--- src/pdsd_pkg.sv ---
`default_nettype none

package pdsd_pkg;

    // default for the data symbol limit of one packet
    localparam int MAX_DATA_SYMBOLS_DEFAULT = 64;

    // input operation codes
    localparam logic OP_BYTE    = 1'b0;
    localparam logic OP_RESTART = 1'b1;

    // result kind codes
    localparam logic [1:0] KIND_ORDERED_SET = 2'd0;
    localparam logic [1:0] KIND_DATA        = 2'd1;
    localparam logic [1:0] KIND_END         = 2'd2;

    // line codes
    localparam logic [4:0] CODE_SYNC1 = 5'h18;
    localparam logic [4:0] CODE_SYNC2 = 5'h11;
    localparam logic [4:0] CODE_SYNC3 = 5'h06;
    localparam logic [4:0] CODE_RST1  = 5'h07;
    localparam logic [4:0] CODE_RST2  = 5'h19;
    localparam logic [4:0] CODE_EOP   = 5'h0d;

    localparam logic [2:0]  SOP_NONE  = 3'd7;
    localparam logic [31:0] CRC_INIT  = 32'hffff_ffff;
    localparam logic [31:0] CRC_POLY  = 32'hedb8_8320;

    // 5b4b decode, k-codes map to their own code
    localparam logic [4:0] DEC_TABLE [0:31] = '{
        5'h00, 5'h00, 5'h00, 5'h00, 5'h00, 5'h00, 5'h06, 5'h07,
        5'h00, 5'h01, 5'h04, 5'h05, 5'h00, 5'h0d, 5'h06, 5'h07,
        5'h00, 5'h11, 5'h08, 5'h09, 5'h02, 5'h03, 5'h0a, 5'h0b,
        5'h18, 5'h19, 5'h0c, 5'h0d, 5'h0e, 5'h0f, 5'h00, 5'h00
    };

    // start-of-packet orders
    localparam logic [4:0] SOP_ORDERS [0:6][0:3] = '{
        '{CODE_SYNC1, CODE_SYNC1, CODE_SYNC1, CODE_SYNC2},
        '{CODE_SYNC1, CODE_SYNC1, CODE_SYNC3, CODE_SYNC3},
        '{CODE_SYNC1, CODE_SYNC3, CODE_SYNC1, CODE_SYNC3},
        '{CODE_SYNC1, CODE_RST2,  CODE_RST2,  CODE_SYNC3},
        '{CODE_SYNC1, CODE_RST2,  CODE_SYNC3, CODE_SYNC2},
        '{CODE_RST1,  CODE_RST1,  CODE_RST1,  CODE_RST2},
        '{CODE_RST1,  CODE_SYNC1, CODE_RST1,  CODE_SYNC3}
    };

    // framing state carried from one symbol to the next
    typedef struct packed {
        logic [3:0][4:0] store;
        logic [31:0]     crc;
        logic            ended;
    } pdsd_state_t;

    // one result item
    typedef struct packed {
        logic [1:0]  kind;
        logic [2:0]  sop_class;
        logic [4:0]  decoded;
        logic [4:0]  raw;
        logic [31:0] crc;
        logic        hard_reset;
        logic        last;
    } pdsd_result_t;

    // reflected crc-32 over one nibble
    function automatic logic [31:0] crc_nibble(input logic [31:0] crc, input logic [3:0] v);
        logic [31:0] x;
        x = crc ^ {28'd0, v};
        for (int i = 0; i < 4; i++) begin
            x = x[0] ? ((x >> 1) ^ CRC_POLY) : (x >> 1);
        end
        return x;
    endfunction

    // first order with at least 3 of 4 entries in agreement, else none
    function automatic logic [2:0] classify(input logic [3:0][4:0] store);
        logic [2:0] cls;
        logic [2:0] hits;
        cls = SOP_NONE;
        for (int j = 6; j >= 0; j--) begin
            hits = 3'd0;
            for (int i = 0; i < 4; i++) begin
                hits = hits + {2'd0, store[i] == SOP_ORDERS[j][i]};
            end
            if (hits >= 3'd3) begin
                cls = 3'(j);
            end
        end
        return cls;
    endfunction

endpackage

`default_nettype wire

--- src/pdsd_symbol_step.sv ---
`default_nettype none

module pdsd_symbol_step #(
    parameter int MAX_DATA_SYMBOLS = pdsd_pkg::MAX_DATA_SYMBOLS_DEFAULT,
    parameter int CNT_W            = $clog2(MAX_DATA_SYMBOLS + 5)
) (
    input  wire logic [4:0]         sym,
    input  wire logic               hard_reset,
    input  wire logic [CNT_W-1:0]   cnt,
    input  wire pdsd_pkg::pdsd_state_t st,
    output logic [CNT_W-1:0]        cnt_next,
    output pdsd_pkg::pdsd_state_t   st_next,
    output logic                    emit,
    output pdsd_pkg::pdsd_result_t  result
);

    localparam logic [CNT_W-1:0] LIMIT = CNT_W'(4 + MAX_DATA_SYMBOLS);
    localparam logic [CNT_W-1:0] HDR_LEN = CNT_W'(4);
    localparam logic [CNT_W-1:0] HDR_LAST = CNT_W'(3);

    logic [4:0] dec;

    assign dec = pdsd_pkg::DEC_TABLE[sym];

    // one symbol through the packet state
    always_comb begin
        cnt_next          = cnt;
        st_next           = st;
        emit              = 1'b0;
        result.kind       = pdsd_pkg::KIND_DATA;
        result.sop_class  = 3'd0;
        result.decoded    = dec;
        result.raw        = sym;
        result.crc        = st.crc;
        result.hard_reset = hard_reset;
        result.last       = 1'b0;
        priority if (st.ended) begin
            emit = 1'b0;
        end else if (sym == pdsd_pkg::CODE_EOP || cnt >= LIMIT) begin
            st_next.ended = 1'b1;
            emit          = 1'b1;
            result.kind   = pdsd_pkg::KIND_END;
        end else if (cnt < HDR_LEN) begin
            st_next.store[cnt[1:0]] = sym;
            cnt_next                = cnt + 1'b1;
            if (cnt == HDR_LAST) begin
                st_next.crc      = pdsd_pkg::CRC_INIT;
                emit             = 1'b1;
                result.kind      = pdsd_pkg::KIND_ORDERED_SET;
                result.sop_class = pdsd_pkg::classify(st_next.store);
                result.crc       = pdsd_pkg::CRC_INIT;
            end
        end else begin
            st_next.crc = pdsd_pkg::crc_nibble(st.crc, dec[3:0]);
            cnt_next    = cnt + 1'b1;
            emit        = 1'b1;
            result.crc  = st_next.crc;
        end
    end

endmodule

`default_nettype wire

--- src/pd_symbol_deframer_unit.sv ---
`default_nettype none

// Power delivery 4b5b receiver front end. Each s_ transfer carries one line
// byte (earliest bit in bit 0) or, with s_tuser high, a restart that drops
// framing and hunts for a Sync-1 or RST-1 code again. A byte gives zero, one
// or two results on the m_ side; m_tlast marks the final result of a byte.
// A byte is taken in every cycle while it gives at most one result and
// m_tready is high; after a byte that gives two results, the next byte
// waits until the second leaves the single result port, a limit set by
// the two-entry result buffer in front of m_. Results are registered and
// appear in the cycle after the byte is taken.
module pd_symbol_deframer_unit #(
    parameter int MAX_DATA_SYMBOLS = pdsd_pkg::MAX_DATA_SYMBOLS_DEFAULT
) (
    input  wire logic        aclk,
    input  wire logic        aresetn,
    input  wire logic        s_tvalid,
    output logic             s_tready,
    input  wire logic [7:0]  s_tdata,   // [7:0] line_byte
    input  wire logic        s_tuser,   // [0] operation
    output logic             m_tvalid,
    input  wire logic        m_tready,
    output logic [47:0]      m_tdata,   // [2:0] sop_class, [7:3] decoded_value,
                                        // [12:8] raw_symbol, [44:13] crc_value,
                                        // [45] hard_reset_start, [47:46] zero
    output logic [1:0]       m_tuser,   // [1:0] kind
    output logic             m_tlast    // last
);

    localparam int CNT_W = $clog2(MAX_DATA_SYMBOLS + 5);
    localparam logic [CNT_W-1:0] LIMIT = CNT_W'(4 + MAX_DATA_SYMBOLS);

    // framing registers
    logic [7:0]       prev_reg;
    logic [3:0]       offset_reg;
    logic [CNT_W-1:0] cnt_reg;
    logic [3:0][4:0]  store_reg;
    logic [31:0]      crc_reg;
    logic             ended_reg;
    logic             rf_reg;

    // result buffer
    logic [1:0]             count_reg;
    logic [1:0]             count_next;
    pdsd_pkg::pdsd_result_t q0_reg;
    pdsd_pkg::pdsd_result_t q1_reg;

    logic [15:0] window;
    logic        hunting;
    logic        found;
    logic [3:0]  hunt_s;
    logic        hunt_rf;
    logic [3:0]  s0;
    logic [2:0]  s1_low;
    logic [3:0]  s1;
    logic [2:0]  s2_low;
    logic [3:0]  s2;
    logic        two;
    logic [4:0]  sym1;
    logic [4:0]  sym2;
    logic        rf_cur;
    logic        s_xfer;
    logic        m_xfer;
    logic        framed;
    logic        push;

    pdsd_pkg::pdsd_state_t  st_cur;
    pdsd_pkg::pdsd_state_t  st_a;
    pdsd_pkg::pdsd_state_t  st_b;
    pdsd_pkg::pdsd_state_t  st_fin;
    logic [CNT_W-1:0]       cnt_a;
    logic [CNT_W-1:0]       cnt_b;
    logic [CNT_W-1:0]       cnt_fin;
    logic                   emit_a;
    logic                   emit_b;
    logic                   emit_b_ok;
    pdsd_pkg::pdsd_result_t res_a;
    pdsd_pkg::pdsd_result_t res_b;
    pdsd_pkg::pdsd_result_t new0;
    pdsd_pkg::pdsd_result_t new1;

    assign window  = {s_tdata, prev_reg};
    assign hunting = (cnt_reg == '0);
    assign s_xfer  = s_tvalid && s_tready;
    assign m_xfer  = m_tvalid && m_tready;

    // sync search, highest offset first, sync-1 ahead of rst-1
    always_comb begin
        logic [4:0] t;
        found   = 1'b0;
        hunt_s  = 4'd8;
        hunt_rf = 1'b0;
        for (int k = 1; k <= 8; k++) begin
            t = window[k +: 5];
            if (t == pdsd_pkg::CODE_SYNC1) begin
                found   = 1'b1;
                hunt_s  = 4'(k);
                hunt_rf = 1'b0;
            end else if (t == pdsd_pkg::CODE_RST1) begin
                found   = 1'b1;
                hunt_s  = 4'(k);
                hunt_rf = 1'b1;
            end
        end
    end

    // symbol cut positions
    always_comb begin
        if (hunting) begin
            s0 = hunt_s;
        end else if (offset_reg == 4'd0 || offset_reg > 4'd8) begin
            s0 = 4'd8;
        end else begin
            s0 = offset_reg;
        end
        s1_low = s0[2:0] + 3'd5;
        s1     = (s1_low == 3'd0) ? 4'd8 : {1'b0, s1_low};
        s2_low = s1[2:0] + 3'd5;
        s2     = (s2_low == 3'd0) ? 4'd8 : {1'b0, s2_low};
        two    = (s1 < 4'd4);
    end

    assign sym1   = 5'(window >> s0);
    assign sym2   = 5'(s_tdata >> s1[1:0]);
    assign rf_cur = hunting ? hunt_rf : rf_reg;
    assign framed = (s_tuser == pdsd_pkg::OP_BYTE) && (!hunting || found);

    assign st_cur.store = store_reg;
    assign st_cur.crc   = crc_reg;
    assign st_cur.ended = ended_reg;

    pdsd_symbol_step #(
        .MAX_DATA_SYMBOLS (MAX_DATA_SYMBOLS),
        .CNT_W            (CNT_W)
    ) u_step_a (
        .sym        (sym1),
        .hard_reset (rf_cur),
        .cnt        (cnt_reg),
        .st         (st_cur),
        .cnt_next   (cnt_a),
        .st_next    (st_a),
        .emit       (emit_a),
        .result     (res_a)
    );

    pdsd_symbol_step #(
        .MAX_DATA_SYMBOLS (MAX_DATA_SYMBOLS),
        .CNT_W            (CNT_W)
    ) u_step_b (
        .sym        (sym2),
        .hard_reset (rf_cur),
        .cnt        (cnt_a),
        .st         (st_a),
        .cnt_next   (cnt_b),
        .st_next    (st_b),
        .emit       (emit_b),
        .result     (res_b)
    );

    assign emit_b_ok = two && emit_b;
    assign st_fin    = two ? st_b : st_a;
    assign cnt_fin   = two ? cnt_b : cnt_a;
    assign push      = s_xfer && framed && (emit_a || emit_b_ok);

    // order the new results and mark the final one
    always_comb begin
        new0 = emit_a ? res_a : res_b;
        new1 = res_b;
        new0.last = !(emit_a && emit_b_ok);
        new1.last = 1'b1;
    end

    // take a byte while the buffer is empty or its single entry leaves now
    assign s_tready = (count_reg == 2'd0) || (count_reg == 2'd1 && m_tready);

    always_comb begin
        if (push) begin
            count_next = (emit_a && emit_b_ok) ? 2'd2 : 2'd1;
        end else if (s_xfer || m_xfer) begin
            count_next = (count_reg == 2'd0) ? 2'd0 : count_reg - 2'd1;
        end else begin
            count_next = count_reg;
        end
    end

    // framing control state and result buffer count
    always_ff @(posedge aclk) begin
        if (!aresetn) begin
            prev_reg   <= 8'd0;
            offset_reg <= 4'd0;
            cnt_reg    <= '0;
            crc_reg    <= pdsd_pkg::CRC_INIT;
            ended_reg  <= 1'b0;
            rf_reg     <= 1'b0;
            count_reg  <= 2'd0;
        end else begin
            count_reg <= count_next;
            if (s_xfer) begin
                if (s_tuser == pdsd_pkg::OP_RESTART) begin
                    offset_reg <= 4'd0;
                    cnt_reg    <= '0;
                    crc_reg    <= pdsd_pkg::CRC_INIT;
                    ended_reg  <= 1'b0;
                    rf_reg     <= 1'b0;
                end else begin
                    prev_reg <= s_tdata;
                    if (framed) begin
                        offset_reg <= two ? s2 : s1;
                        cnt_reg    <= cnt_fin;
                        crc_reg    <= st_fin.crc;
                        ended_reg  <= st_fin.ended;
                        rf_reg     <= rf_cur;
                    end
                end
            end
        end
    end

    // ordered set entries and result payload
    always_ff @(posedge aclk) begin
        if (s_xfer && framed) begin
            store_reg <= st_fin.store;
        end
        if (push) begin
            q0_reg <= new0;
            q1_reg <= new1;
        end else if (m_xfer) begin
            q0_reg <= q1_reg;
        end
    end

    assign m_tvalid = (count_reg != 2'd0);
    assign m_tdata  = {2'b00, q0_reg.hard_reset, q0_reg.crc, q0_reg.raw,
                       q0_reg.decoded, q0_reg.sop_class};
    assign m_tuser  = q0_reg.kind;
    assign m_tlast  = q0_reg.last;

`ifndef SYNTHESIS
    a_count_range: assert property (@(posedge aclk) disable iff (!aresetn)
        count_reg != 2'd3)
        else $error("result buffer count out of range");

    a_restart_empty: assert property (@(posedge aclk) disable iff (!aresetn)
        s_tvalid && s_tready && s_tuser == pdsd_pkg::OP_RESTART |=> count_reg == 2'd0)
        else $error("restart left results pending");

    a_pair_follows: assert property (@(posedge aclk) disable iff (!aresetn)
        m_tvalid && m_tready && !m_tlast |=> m_tvalid && m_tlast)
        else $error("second result of a byte missing");

    a_count_limit: assert property (@(posedge aclk) disable iff (!aresetn)
        cnt_reg <= LIMIT)
        else $error("symbol count beyond limit");

    a_ended_framed: assert property (@(posedge aclk) disable iff (!aresetn)
        ended_reg |-> cnt_reg != '0)
        else $error("packet end latched while hunting");
`endif

endmodule

`default_nettype wire
--- config.mk ---
export PLATFORM = sky130hd
export DESIGN_NAME = pd_symbol_deframer_unit
export DESIGN_NICKNAME = d
export VERILOG_FILES = /design/src/pdsd_pkg.sv /design/src/pdsd_symbol_step.sv /design/src/pd_symbol_deframer_unit.sv
export SDC_FILE = /design/constraint.sdc
export NUM_CORES = 1
export LEC_CHECK = 0
export BUFFER_PORTS_ARGS = -buffer_cell sky130_fd_sc_hd__clkbuf_2
export CORE_MARGIN = 1
export CORE_UTILIZATION = 35
export DETAILED_ROUTE_END_ITERATION = 7
export SYNTH_ARGS = -nofsm -noshare
export SYNTH_HDL_FRONTEND = slang
export SYNTH_HIERARCHICAL = 1
export SYNTH_SLANG_ARGS = --single-unit
--- constraint.sdc ---
create_clock -name aclk -period 10 [get_ports aclk]
set_input_delay 0.5 -clock aclk [delete_from_list [all_inputs] [get_ports aclk]]
set_output_delay 0.5 -clock aclk [all_outputs]
set_load 0.02 [all_outputs]
==> out/metrics.yaml <==
status: "completed"
cts_hold_buf: 0
coreArea_mm2: 0.0391
max_slew_margin_pct: 5.93
fin_crit_sh_pct: 79.8
p_seq_share_pct: 31.9
drtIter0Drc: 660
largest_reg_flops: 48
met1Wirelength_um: 16900
finalSetupTns_ps: 0
cp.arrival_ps: 8120
crit_path_start_kind: "flop"
grt_overflow_total: 0
grt_pass1_vias: 9847
htreeDepth: 4
wl_met3_um: 1900
gp_congestion: 0.900
p_per_area_mw_per_mm2: 175
num_rows: 72
combPwrFrac_pct: 40.2
area_growth_pct: 5.20
hold_slack_ps: 347
clk_pin_slew_ps: 80
dr.pass1.iters: 5
p_leak_nw: 5.79
place_hpwl_um: 24900
start_util_pct: 35.8
via_per_inst: 5.51
drt-total-wl_um: 36500
grt_max_degree: 78
setup_viol: 0
switching_share_pct: 36.1
cts_resized: 0
grt_usage_pct: 17.9
die_area_mm2: 0.0408
wl_met2_um: 17100
yosys_warnings: 6
final-max-slew-violation-count: 0
syn_inst: 1425
io_buffers: 63
drc: 0
drive_above_1_share_pct: 15.2
rsz0062_at_grt: "no"
ant_nets: 0
endpoint_kind: "flop"
cts_buffers: 17
die_height_um: 202
power_switching_mw: 0.929
num-nets-final: 1436
max_freq_mhz: 125
die_w_um: 202
pin_count: 66
fin_skew_ps: 13.9
synth_area_mm2: 0.0140
worstPathRequired_ps: 10140
cap_violations: 0
cts_tree: "yes"
antenna_found_initial: 0
fin_total_pwr_mw: 2.58
path_class: "flop to flop"
clock_latency_ps: 460
top_layer: "met4"
clockPowerShare_pct: 28.0
syn_area_per_cell_um2: 9.83
critPathMaxFanout: 76
hold_viol_final: 0
vdd_drop_max_uv: 131
clock_path_buffers: 2
worstMarginPinSlew_ps: 1400
cts.sinks: 172
root_buffer: "clkbuf_16"
vias: 10400
post-cts-setup-buffers: 0
fin_crit_ps: 7980
grt_pass1_wl_um: 57100
diodes: 0
hold_path_class: "input port to flop"
power.internal_mw: 1.65
wire_per_inst_um: 19.4
## power groups by stage
stage	registers [mW]	clock network, mW	logic, mW
2_1_floorplan	0.830	0	0.871
4_1_cts	0.821	0.731	1.03
3_5_place_dp	0.837	0	1.02
6_report	0.821	0.720	1.03
5_1_grt	0.825	0.753	1.11
3_3_place_gp	0.837	0	1.01
## area by class of cell
| type | count | area [µm²] |
|---|---|---|
| Fill cell | 3907 | 24400 |
| Multi-Input combinational cell | 1030 | 8210 |
| Sequential cell | 172 | 4610 |
| Tap cell | 518 | 648 |
| Timing Repair Buffer | 81 | 450 |
| Clock buffer | 17 | 425 |
| Inverter | 53 | 199 |
| Clock inverter | 15 | 194 |
## cell usage in the layout (no fill, tap or decap), drive strengths merged, types with 15 or more instances in the layout
cell type	instances
nand3	20
mux2i	85
xnor2	32
clkbuf	80
nor2	147
dfxtp	55
mux2	49
nand2	97
a211oi	36
xor2	26
xnor3	32
nor2b	44
a2bb2oi	27
inv	62
o22a	17
o21ai	24
ha	54
edfxtp	117
buf	18
a21oi	110
o211ai	38
nand2b	15
## per-layer routing
metal / vias to the layer above / global-route usage, %
met3: 37 / 2.97
met4: 0 / 5.33
met1: 5104 / 24.4
met5: - / 0
met2: 310 / 29.0
li1: 4934 / -
## critical path, stage by stage (launching register included)
cell,delay (ps)
dfxtp_1,660
nand2b_1,100
a2111oi_0,580
o221a_2,350
o21a_1,660
mux2i_1,300
mux2i_1,110
a221o_1,590
and4bb_4,340
a221oi_4,420
nand4_1,220
nor2_1,170
xor2_1,330
nor4_1,120
nand2b_1,240
nor2_1,150
a21oi_1,340
a21oi_1,180
nor2_4,150
buf_4,610
buf_4,750
a21oi_1,240
## final timing paths
path | endpoint | slack (ps) | startpoint | depth (start not counted)
max | m_tdata[31] | 2020 | prev_reg[7] | 21
min | prev_reg[7] | 350 | s_tdata[7] | 3
max reg2reg | m_tdata[31] | 2020 | prev_reg[7] | 21
min reg2reg | offset_reg[3] | 480 | offset_reg[3] | 2
## per-stage QoR
stage | cells | setup WS, ps | utilization (%) | instance area (µm²)
6_report | 1886 | 2020 | 37.7 | 14700
5_1_grt | 1886 | 1390 | 37.7 | 14700
4_1_cts | 1886 | 2030 | 37.7 | 14700
2_1_floorplan | 1426 | 3400 | - | 14000
3_3_place_gp | 1854 | 2230 | 36.1 | 14100
3_5_place_dp | 1854 | 2080 | 36.1 | 14100
No activity file was read; power rests on OpenSTA's default activity.
